## config.mk

```make
export PLATFORM = sky130hd
export DESIGN_NAME = http_chunked_body_decoder_top
export DESIGN_NICKNAME = d
export VERILOG_FILES = /design/src/hw/rtl/chbd_pkg.sv /design/src/hw/rtl/chbd_in_reg.sv /design/src/hw/rtl/chbd_core.sv /design/src/hw/rtl/chbd_out_reg.sv /design/src/hw/rtl/http_chunked_body_decoder_top.sv
export SDC_FILE = /design/constraint.sdc
export NUM_CORES = 1
export LEC_CHECK = 0
export ABC_AREA = 1
export BUFFER_PORTS_ARGS = -buffer_cell sky130_fd_sc_hd__buf_2
export CORE_MARGIN = 2
export CORE_UTILIZATION = 26
export DETAILED_ROUTE_END_ITERATION = 8
export RECOVER_POWER = 100
export SETUP_SLACK_MARGIN = 0.1
export SYNTH_ARGS = -nofsm -noshare
export SYNTH_HDL_FRONTEND = slang
export SYNTH_HIERARCHICAL = 1
export SYNTH_SLANG_ARGS = --single-unit
export TNS_END_PERCENT = 50
```

## constraint.sdc

```tcl
create_clock -name aclk -period 11.6 [get_ports aclk]
set_clock_uncertainty 0.15 [all_clocks]
set_input_delay 1.16 -clock aclk [delete_from_list [all_inputs] [get_ports aclk]]
set_output_delay 1.16 -clock aclk [all_outputs]
set_load 0.02 [all_outputs]
```

## src/hw/rtl/chbd_pkg.sv

```systemverilog
// ----------------------------------------------------------------------------
// chbd_pkg
// Types, codes and helpers shared by the chunked body decoder modules.
// ----------------------------------------------------------------------------
package chbd_pkg;

    localparam int unsigned BYTE_W   = 8;
    localparam int unsigned SIZE_W   = 32;
    localparam int unsigned TOTAL_W  = 33;
    localparam int unsigned DIGIT_W  = 4;
    localparam int unsigned STATUS_W = 2;
    localparam int unsigned PHASE_W  = 3;

    localparam logic [DIGIT_W-1:0] MAX_DIGITS = 4'd8;
    localparam logic [SIZE_W-1:0]  MAX_BODY_RESET = 32'd1048576;

    localparam logic [BYTE_W-1:0] CH_CR = 8'h0D;
    localparam logic [BYTE_W-1:0] CH_LF = 8'h0A;

    // result status codes
    localparam logic [STATUS_W-1:0] ST_BUSY = 2'd0;
    localparam logic [STATUS_W-1:0] ST_DONE = 2'd1;
    localparam logic [STATUS_W-1:0] ST_BIG  = 2'd2;
    localparam logic [STATUS_W-1:0] ST_BAD  = 2'd3;

    typedef struct packed {
        logic [BYTE_W-1:0] data_byte;
        logic              new_body;
    } in_item_t;

    typedef struct packed {
        logic                payload_valid;
        logic [BYTE_W-1:0]   payload_byte;
        logic [STATUS_W-1:0] status;
    } out_item_t;

    // hex digit decode: bit 4 set means the byte is not a hex digit
    function automatic logic [4:0] hex_value(input logic [BYTE_W-1:0] c);
        logic [4:0] v;
        begin
            v = 5'h10;
            if (c >= 8'h30 && c <= 8'h39) begin
                v = {1'b0, c[3:0]};
            end else if ((c >= 8'h61 && c <= 8'h66) || (c >= 8'h41 && c <= 8'h46)) begin
                v = {1'b0, c[3:0] + 4'd9};
            end
            return v;
        end
    endfunction

endpackage

```

## src/hw/rtl/chbd_in_reg.sv

```systemverilog
// ----------------------------------------------------------------------------
// chbd_in_reg
// Input register: holds one request until the core step consumes it.
// ----------------------------------------------------------------------------
module chbd_in_reg (
    input  logic               aclk,
    input  logic               aresetn,
    input  logic               s_valid,
    output logic               s_ready,
    input  chbd_pkg::in_item_t s_item,
    input  logic               advance,
    output logic               in_vld,
    output chbd_pkg::in_item_t in_item
);
    import chbd_pkg::*;

    logic     vld_reg;
    logic     vld_next;
    in_item_t item_reg;

    assign s_ready = !vld_reg || advance;

    always_comb begin
        vld_next = vld_reg;
        if (s_valid && s_ready) begin
            vld_next = 1'b1;
        end else if (advance) begin
            vld_next = 1'b0;
        end
    end

    always_ff @(posedge aclk) begin
        if (!aresetn) begin
            vld_reg <= 1'b0;
        end else begin
            vld_reg <= vld_next;
        end
    end

    always_ff @(posedge aclk) begin
        if (s_valid && s_ready) begin
            item_reg <= s_item;
        end
    end

    assign in_vld  = vld_reg;
    assign in_item = item_reg;

endmodule

```

## src/hw/rtl/chbd_core.sv

```systemverilog
// ----------------------------------------------------------------------------
// chbd_core
// Framing state and one-byte step: size line parse, data pass, CRLF checks.
// ----------------------------------------------------------------------------
module chbd_core (
    input  logic                          aclk,
    input  logic                          aresetn,
    input  logic                          cfg_we,
    input  logic [chbd_pkg::SIZE_W-1:0]   cfg_wdata,
    input  logic                          step,
    input  chbd_pkg::in_item_t            in_item,
    output chbd_pkg::out_item_t           result
);
    import chbd_pkg::*;

    localparam logic [PHASE_W-1:0] PH_SIZE    = 3'd0;
    localparam logic [PHASE_W-1:0] PH_SIZE_LF = 3'd1;
    localparam logic [PHASE_W-1:0] PH_DATA    = 3'd2;
    localparam logic [PHASE_W-1:0] PH_DATA_CR = 3'd3;
    localparam logic [PHASE_W-1:0] PH_DATA_LF = 3'd4;
    localparam logic [PHASE_W-1:0] PH_DONE    = 3'd5;
    localparam logic [PHASE_W-1:0] PH_BIG     = 3'd6;
    localparam logic [PHASE_W-1:0] PH_BAD     = 3'd7;

    logic [SIZE_W-1:0]  max_body_reg;
    logic [PHASE_W-1:0] phase_reg, phase_next;
    logic [SIZE_W-1:0]  remain_reg, remain_next;
    logic [DIGIT_W-1:0] digits_reg, digits_next;
    logic [TOTAL_W-1:0] total_reg, total_next;

    logic [PHASE_W-1:0] ph_eff;
    logic [SIZE_W-1:0]  remain_eff;
    logic [DIGIT_W-1:0] digits_eff;
    logic [TOTAL_W-1:0] total_eff;
    logic [TOTAL_W-1:0] total_inc;
    logic [SIZE_W-1:0]  remain_dec;
    logic [4:0]         hex;
    logic               pay_vld;
    logic [BYTE_W-1:0]  pay_byte;

    always_comb begin
        // new_body clears the state before this byte is looked at
        ph_eff     = in_item.new_body ? PH_SIZE : phase_reg;
        remain_eff = in_item.new_body ? '0 : remain_reg;
        digits_eff = in_item.new_body ? '0 : digits_reg;
        total_eff  = in_item.new_body ? '0 : total_reg;

        hex        = hex_value(in_item.data_byte);
        total_inc  = total_eff + TOTAL_W'(1);
        remain_dec = remain_eff - SIZE_W'(1);

        phase_next  = ph_eff;
        remain_next = remain_eff;
        digits_next = digits_eff;
        total_next  = total_eff;
        pay_vld     = 1'b0;
        pay_byte    = '0;

        case (ph_eff)
            PH_SIZE: begin
                if (!hex[4]) begin
                    if (digits_eff >= MAX_DIGITS) begin
                        phase_next = PH_BAD;
                    end else begin
                        remain_next = {remain_eff[SIZE_W-5:0], hex[3:0]};
                        digits_next = digits_eff + DIGIT_W'(1);
                    end
                end else if (in_item.data_byte == CH_CR && digits_eff != '0) begin
                    phase_next = PH_SIZE_LF;
                end else begin
                    phase_next = PH_BAD;
                end
            end
            PH_SIZE_LF: begin
                if (in_item.data_byte != CH_LF) begin
                    phase_next = PH_BAD;
                end else begin
                    digits_next = '0;
                    phase_next  = (remain_eff == '0) ? PH_DONE : PH_DATA;
                end
            end
            PH_DATA: begin
                if (total_inc > {1'b0, max_body_reg}) begin
                    phase_next = PH_BIG;
                end else begin
                    total_next  = total_inc;
                    pay_vld     = 1'b1;
                    pay_byte    = in_item.data_byte;
                    remain_next = remain_dec;
                    if (remain_dec == '0) begin
                        phase_next = PH_DATA_CR;
                    end
                end
            end
            PH_DATA_CR: begin
                phase_next = (in_item.data_byte == CH_CR) ? PH_DATA_LF : PH_BAD;
            end
            PH_DATA_LF: begin
                if (in_item.data_byte == CH_LF) begin
                    phase_next  = PH_SIZE;
                    remain_next = '0;
                    digits_next = '0;
                end else begin
                    phase_next = PH_BAD;
                end
            end
            default: begin
                // complete and error phases hold until new_body
            end
        endcase

        result.payload_valid = pay_vld;
        result.payload_byte  = pay_byte;
        case (phase_next)
            PH_DONE: result.status = ST_DONE;
            PH_BIG:  result.status = ST_BIG;
            PH_BAD:  result.status = ST_BAD;
            default: result.status = ST_BUSY;
        endcase
    end

    always_ff @(posedge aclk) begin
        if (!aresetn) begin
            max_body_reg <= MAX_BODY_RESET;
            phase_reg    <= PH_SIZE;
            remain_reg   <= '0;
            digits_reg   <= '0;
            total_reg    <= '0;
        end else begin
            if (cfg_we) begin
                max_body_reg <= cfg_wdata;
            end
            if (step) begin
                phase_reg  <= phase_next;
                remain_reg <= remain_next;
                digits_reg <= digits_next;
                total_reg  <= total_next;
            end
        end
    end

endmodule

```

## src/hw/rtl/chbd_out_reg.sv

```systemverilog
// ----------------------------------------------------------------------------
// chbd_out_reg
// Result register: holds one result until the downstream side takes it.
// ----------------------------------------------------------------------------
module chbd_out_reg (
    input  logic                aclk,
    input  logic                aresetn,
    input  logic                in_vld,
    input  chbd_pkg::out_item_t result,
    output logic                advance,
    output logic                m_valid,
    input  logic                m_ready,
    output chbd_pkg::out_item_t m_item
);
    import chbd_pkg::*;

    logic      vld_reg;
    logic      vld_next;
    out_item_t item_reg;

    // step the core when a byte waits and the slot is free or draining
    assign advance = in_vld && (!vld_reg || m_ready);

    always_comb begin
        vld_next = vld_reg;
        if (advance) begin
            vld_next = 1'b1;
        end else if (m_ready) begin
            vld_next = 1'b0;
        end
    end

    always_ff @(posedge aclk) begin
        if (!aresetn) begin
            vld_reg <= 1'b0;
        end else begin
            vld_reg <= vld_next;
        end
    end

    always_ff @(posedge aclk) begin
        if (advance) begin
            item_reg <= result;
        end
    end

    assign m_valid = vld_reg;
    assign m_item  = item_reg;

endmodule

```

## src/hw/rtl/http_chunked_body_decoder_top.sv

```systemverilog
// ----------------------------------------------------------------------------
// http_chunked_body_decoder_top
// Byte-serial decoder for an HTTP/1.1 chunked request body.
// ----------------------------------------------------------------------------
// Takes one raw body byte per request and returns exactly one result per
// byte: the payload byte when it belongs to a chunk, plus a status (in
// progress, complete, too large, malformed). A new byte is taken every
// cycle unless a byte is held behind a full result slot with m_ready low.
// The core steps a held byte once the result slot is free or draining, and
// the result register captures its result as it steps. The rate is set by
// the phase/counter update in the core. Completion and errors are sticky
// until a byte arrives with new_body set. The user writes max_body_size via
// cfg_we/cfg_wdata only while no request is in flight, not enforced by the block.
module http_chunked_body_decoder_top (
    input  logic                        aclk,
    input  logic                        aresetn,
    input  logic                        cfg_we,
    input  logic [chbd_pkg::SIZE_W-1:0] cfg_wdata,
    input  logic                        s_valid,
    output logic                        s_ready,
    input  chbd_pkg::in_item_t          s_item,
    output logic                        m_valid,
    input  logic                        m_ready,
    output chbd_pkg::out_item_t         m_item
);
    import chbd_pkg::*;

    logic      advance;
    logic      in_vld;
    in_item_t  in_item;
    out_item_t result;

    chbd_in_reg u_in_reg (
        .aclk    (aclk),
        .aresetn (aresetn),
        .s_valid (s_valid),
        .s_ready (s_ready),
        .s_item  (s_item),
        .advance (advance),
        .in_vld  (in_vld),
        .in_item (in_item)
    );

    chbd_core u_core (
        .aclk      (aclk),
        .aresetn   (aresetn),
        .cfg_we    (cfg_we),
        .cfg_wdata (cfg_wdata),
        .step      (advance),
        .in_item   (in_item),
        .result    (result)
    );

    chbd_out_reg u_out_reg (
        .aclk    (aclk),
        .aresetn (aresetn),
        .in_vld  (in_vld),
        .result  (result),
        .advance (advance),
        .m_valid (m_valid),
        .m_ready (m_ready),
        .m_item  (m_item)
    );

    // payload only flows while the body is still in progress
    assert property (@(posedge aclk) disable iff (!aresetn)
        m_valid && m_item.payload_valid |-> m_item.status == ST_BUSY)
        else $error("payload byte with end status");

    assert property (@(posedge aclk) disable iff (!aresetn)
        m_valid && !m_item.payload_valid |-> m_item.payload_byte == '0)
        else $error("payload byte not zero when not valid");

    // backpressure on input only when a byte is stuck behind a full result slot
    assert property (@(posedge aclk) disable iff (!aresetn)
        !s_ready |-> in_vld && m_valid && !m_ready)
        else $error("input stalled without downstream stall");

    // a sticky end status repeats unless the next byte restarts the body
    assert property (@(posedge aclk) disable iff (!aresetn)
        advance && !in_item.new_body && m_valid && m_item.status != ST_BUSY
        && !(m_valid && !m_ready) |=> m_item.status == $past(m_item.status))
        else $error("end status not sticky");

endmodule

```

# ---- Word-level counts from Yosys, hierarchy flattened
# Cells that the tools add are included.
# Widths: inputs -> output; s select.
dict set report word_totals {
  ff_bits 126
  word_cells 87
}
dict set report op_classes {
  add_sub_neg 4
  n_lt_le_gt_ge 8
  n_eq_ne 10
  n_mux 34
  bitwise 1
  n_reduce_logical 18
}
# op n
set ops {}
lappend ops {{$mux 32} 5}
lappend ops {{$mux 33} 3}
lappend ops {{$pmux 32 s3} 1}
lappend ops {{$logic_not 32->1} 2}
lappend ops {{$add 33x1->33 const B} 1}
lappend ops {{$gt 33x32->1} 1}
lappend ops {{$sub 32x1->32 const B} 1}
lappend ops {{$mux 3} 9}
lappend ops {{$mux 4} 5}
lappend ops {{$eq 8x4->1 const B} 2}
lappend ops {{$ge 8x7->1 const B} 2}
lappend ops {{$le 8x7->1 const B} 2}
lappend ops {{$pmux 3 s5} 1}
lappend ops {{$eq 3x3->1 const B} 4}
lappend ops {{$pmux 4 s3} 1}
lappend ops {{$mux 5} 2}
lappend ops {{$ge 8x6->1 const B} 1}
lappend ops {{$le 8x6->1 const B} 1}
lappend ops {{$ne 8x4->1 const B} 1}
lappend ops {{$eq 3x2->1 const B} 2}
lappend ops {{$logic_and 1x1->1} 6}
lappend ops {{$pmux 2 s3} 1}
lappend ops {{$mux 1} 5}
lappend ops {{$add 4x1->4 const B} 1}
lappend ops {{11 further kinds} 15}

# ---- Longest topological paths before layout
dict set report logic_depth {
  ltp_word 9
  ltp_mapped 30
  mapped_depth_nobuf 27
}

# ---- Modules after synthesis
# Netlist, hierarchy kept.
# module instances cells_each area_each_um2 seq_area_each_um2
set by_module_without_submodules {}
lappend by_module_without_submodules {chbd_core 1 1516 8991.1 2082.0}
lappend by_module_without_submodules {chbd_out_reg 1 18 381.6 350.3}
lappend by_module_without_submodules {chbd_in_reg 1 16 321.6 290.3}

# ---- Least setup slack after synthesis
# OpenSTA, ideal clock, no wires.
dict set report synth_timing {
  path_type {register to register}
  from {reg u_in_reg.item_reg, in the netlist u_in_reg/in_item[0]}
  to {reg u_core.total_reg[19]}
  setup_ns 0.132
  arrival_time_ns 4.173
  t_required_ns 11.318
  setup_slack_ns 7.145
  stages_incl_launch_ff 25
  n_path_buf 4
  period_less_slack_ns 4.455
  path_cell_list {edfxtp_1 > buf_6 > buf_2 > nor2_1 > ha_1 > inv_1 > nor3_4 > nand2_2 > nor3_1 > nand3_1 > nor3_1 > xor2_1 > inv_1 > ha_1 > nand3_1 > nor3_1 > nand3_1 > nor3_1 > nand4_2 > nand2_4 > nand2_2 > buf_6 > clkbuf_2 > o21ai_0 > a21oi_1}
}
dict set report synth_via {
  elab_chain_len 5
  word_cells_on_any_way 7
}
# element line_no
set synth_lines {}
lappend synth_lines {{start, declared} chbd_in_reg.sv:19} ;# in_item_t item_reg;
lappend synth_lines {{start signal, assigned} chbd_in_reg.sv:42} ;# item_reg <= s_item;
lappend synth_lines {{$mux 33} chbd_core.sv:46} ;# total_eff = in_item.new_body ? '0 : total_reg;
lappend synth_lines {{$add 33x1->33} chbd_core.sv:49} ;# total_inc = total_eff + TOTAL_W'(1);
lappend synth_lines {{$gt 33x32->1} chbd_core.sv:83} ;# if (total_inc > {1'b0, max_body_reg}) begin
lappend synth_lines {{$mux 33} chbd_core.sv:83}
lappend synth_lines {{$mux 33 *} chbd_core.sv:59} ;# case (ph_eff)
lappend synth_lines {{end signal, assigned} chbd_core.sv:137} ;# total_reg <= total_next;
lappend synth_lines {{end, declared} chbd_core.sv:29} ;# logic [TOTAL_W-1:0] total_reg, total_next;
# Every way passes the cells marked *; elsewhere a longest branch is shown, timed or not.
# A chain may end at the register's enable or synchronous reset.

# ---- Worst setup path after layout
dict set report layout_timing {
  from {reg u_in_reg.item_reg, in the netlist u_in_reg/in_item[0]}
  to {reg u_core.total_reg[15]}
}
# The elaborated chain is that of the path after synthesis.

==> results by group <==
Critical path
  • CP required: 11,690 ps
  • CP Max Fanout: 71
  • CP endpoint kind: flip-flop
  • CP startpoint kind: flip-flop
  • CP arrival: between 8000 and 9000 ps
  • R2R depth: 22
  • Kind of critical path: flip-flop to flip-flop

Clock tree
  • Setup bufs post-CTS: 0
  • Clk_lat worst skew: ~440 ps
  • CTS Buffer Depth: 2
  • Clk sinks: 126
  • # resized after CTS: 0
  • Total CTS buffers: 17
  • Clk root buf: clkbuf_16
  • Worst-path clk slew: 60 ps
  • TritonCTS clock tree: done
  • CTS hold repair buffers: 0
  • CTS H-Tree Depth: 4

STA
  • Min Clock Period, post-route: 8611 ps
  • Hold_ws: around 320 ps
  • Final WS setup: 2989 ps
  • Final worst-path cycle share: 0.7424
  • Hold Violations, Final: 0
  • RSZ-0062 raised after global routing: false
  • Slew margin rel.: -1.199
  • F_max: 116.1 MHz
  • Setup TNS: 0 ps
  • Final setup viols: 0
  • Slew @ Worst Pin: 3298 ps
  • Final Max Tran Viols: between 300 and 400

Floorplan
  • Chip Height: 197.1 µm
  • Core ar.: about 0.037 mm²
  • Die X: just under 200 µm
  • Row count: 70
  • Initial Util: 0.2642
  • IO Count: 59
  • Die Area: about 0.04 mm²

Placement
  • RePlAce Congestion: 0.9375
  • Placed cells: 2,022
  • IO buf count: just under 60
  • Place WS: roughly 5400 ps
  • Placed cell area: between 0.01 and 0.015 mm²
  • Hpwl dp: approximately 22,000 µm

Yosys
  • Sequential share of the synthesized area: 0.2808
  • Synth Cell Area: 0.009694 mm²
  • Async SR Flop Fraction: 0
  • EDFF count, synth: 20
  • Syn_nets: 1,638
  • Area contributors post-synth: dfxtp_1, nand2_1, o21ai_0
  • Most common cell in the netlist: nand2_1
  • Area share of the largest cell type after synthesis: 0.2189
  • Yosys cell types: 51
  • Register bit total from synthesis: 126
  • Synth cell count leaders: nand2_1, inv_1, nor2_1
  • Synth Warn #: 6
  • Area leader, netlist: dfxtp_1
  • Syn Area/Cell: 6.254 µm²
  • Cells after synthesis: between 1,500 and 2,000
  • Dominant synthesized flop cell: dfxtp_1

Pwr
  • Pleak: 4.861 nW
  • Power per cell area: 124.0 mW/mm²
  • IR drop worst, VDD: between 0.09 and 0.1 mV
  • Pwr Total: roughly 1.3 mW

Route
  • Via Count: about 10,000
  • Post-DRT Antenna Nets: 0
  • Number of vias per cell: ~5
  • Routed WL per cell: between 15 and 20 µm
  • Drt first pass iters: 6
  • 1st-iter DRT viols: 1,026
  • DRC errors left: 0
  • Routed Wire Length: ~31,000 µm

Layout
  • Fillers: around 4,000
  • Area growth syn-to-layout: 11.62%
  • Fin util: 0.2949
  • Final cell count without fillers: approximately 2,100
  • Max reg flops: 33
  • Layout cells sized above 1: 0.06999
  • Nets: 1,661
  • Finished Cell Area: 0.01082 mm²
  • Diode count: 0

Worst hold path
  • Worst Hold Depth: 2
  • Worst Hold Class: flip-flop to flip-flop

Global routing
  • Largest net degree at the start of global routing: 72
  • Total routing usage reported by global routing: 0.1620
  • Vias in the first global route: between 9,000 and 10,000
  • GR Overflow Total: 0
  • First-pass GRT wire length: approximately 50,000 µm
  • Antenna violations before repair: 0

Outcome
  • Violated checks: max-capacitance violations, max-slew violations
  • Status: finished with violations

Run
  • Max cap viols: 6
power breakdown:
group          internal [mW]  switching, mW  total, mW
clock network          0.295          0.222      0.517
registers              0.473         0.0186      0.491
logic                 0.0991          0.234      0.333
total                  0.867          0.475       1.34
cells by family (layout without fill, tap and decap cells):
logic type                 Yosys count  after routing  synth area share
and+or+nand+nor                    686            686            0.2996
AOI/OAI and AO/OA                  401            401            0.2233
buffers and inverters              256            292            0.1069
DFF                                126            126            0.2808
adders and majority gates           42             42           0.05421
xor gates and xnor gates            39             39           0.03524
critical path, stage by stage (launching register included):
cell and delay, ps:
edfxtp_1 350, buf_4 270, inv_2 180, clkbuf_1 2340, nand2_1 450, nor3_4 410
nand2_2 200, nor3_1 310, nand3_1 230, nor2_1 210, xor2_1 220, inv_1 100
ha_1 310, nand2_1 80, nor3_1 340, nand3_1 110, nor3_1 140, nand4_1 370
a21oi_2 830, buf_4 360, nand3_1 140, xnor2_1 250, nor2_1 60
layout make-up:
class | instances | area, µm² | share of cell area
well taps | 468 | 585.6 | 0.05412
repair buffers | 69 | 339.1 | 0.03134
flip-flops and latches | 126 | 2723 | 0.2516
multi-input cells | 1168 | 5908 | 0.5460
clock buffers | 19 | 432.9 | 0.04001
clock inverters | 13 | 115.1 | 0.01064
inverters | 191 | 716.9 | 0.06626
final timing paths:
check                       startpoint  slack, ps                   end
hold reg to reg   u_core/total_reg[26]        320  u_core/total_reg[26]
setup / recovery   u_in_reg/in_item[0]       2990  u_core/total_reg[15]
setup reg to reg   u_in_reg/in_item[0]       2990  u_core/total_reg[15]
hold / removal    u_core/total_reg[26]        320  u_core/total_reg[26]
metal layers:
layer | share of wire | GRT usage
met1 | 0.46 | 0.2247
met2 | 0.44 | 0.2559
met3 | 0.073 | 0.02732
met4 | 0.023 | 0.05124
met5 | 0 | 0
cells in the final DEF, fill, tap and decap left out, types with 3 or more instances in the layout:
master      netlist  final
nor2_2            7      7
nor4_1            3      3
nand4_1          15     16
nand3b_1          7      7
buf_2            11     46
clkinv_1          5      5
o21ai_0         173    178
xnor2_1           8      8
nand2_2           5      4
nand2_4           4      4
inv_1           183    185
o2111ai_1         3      3
a21oi_2          10      3
clkbuf_16         0     17
edfxtp_1         20     20
o21bai_1          3      3
nand3_1          61     61
clkbuf_1         40     19
nor2_1          175    174
ha_1             42     42
nor3_1           33     33
o211ai_1         27     27
clkinv_2          0      3
o22ai_1           3      3
clkinvlp_4        0      3
nand2_1         363    364
a21oi_1         157    164
buf_4             2      6
xor2_1           31     31
dfxtp_1         106    106
o21ai_1          15     10
No activity file was read; power rests on OpenSTA's default activity.
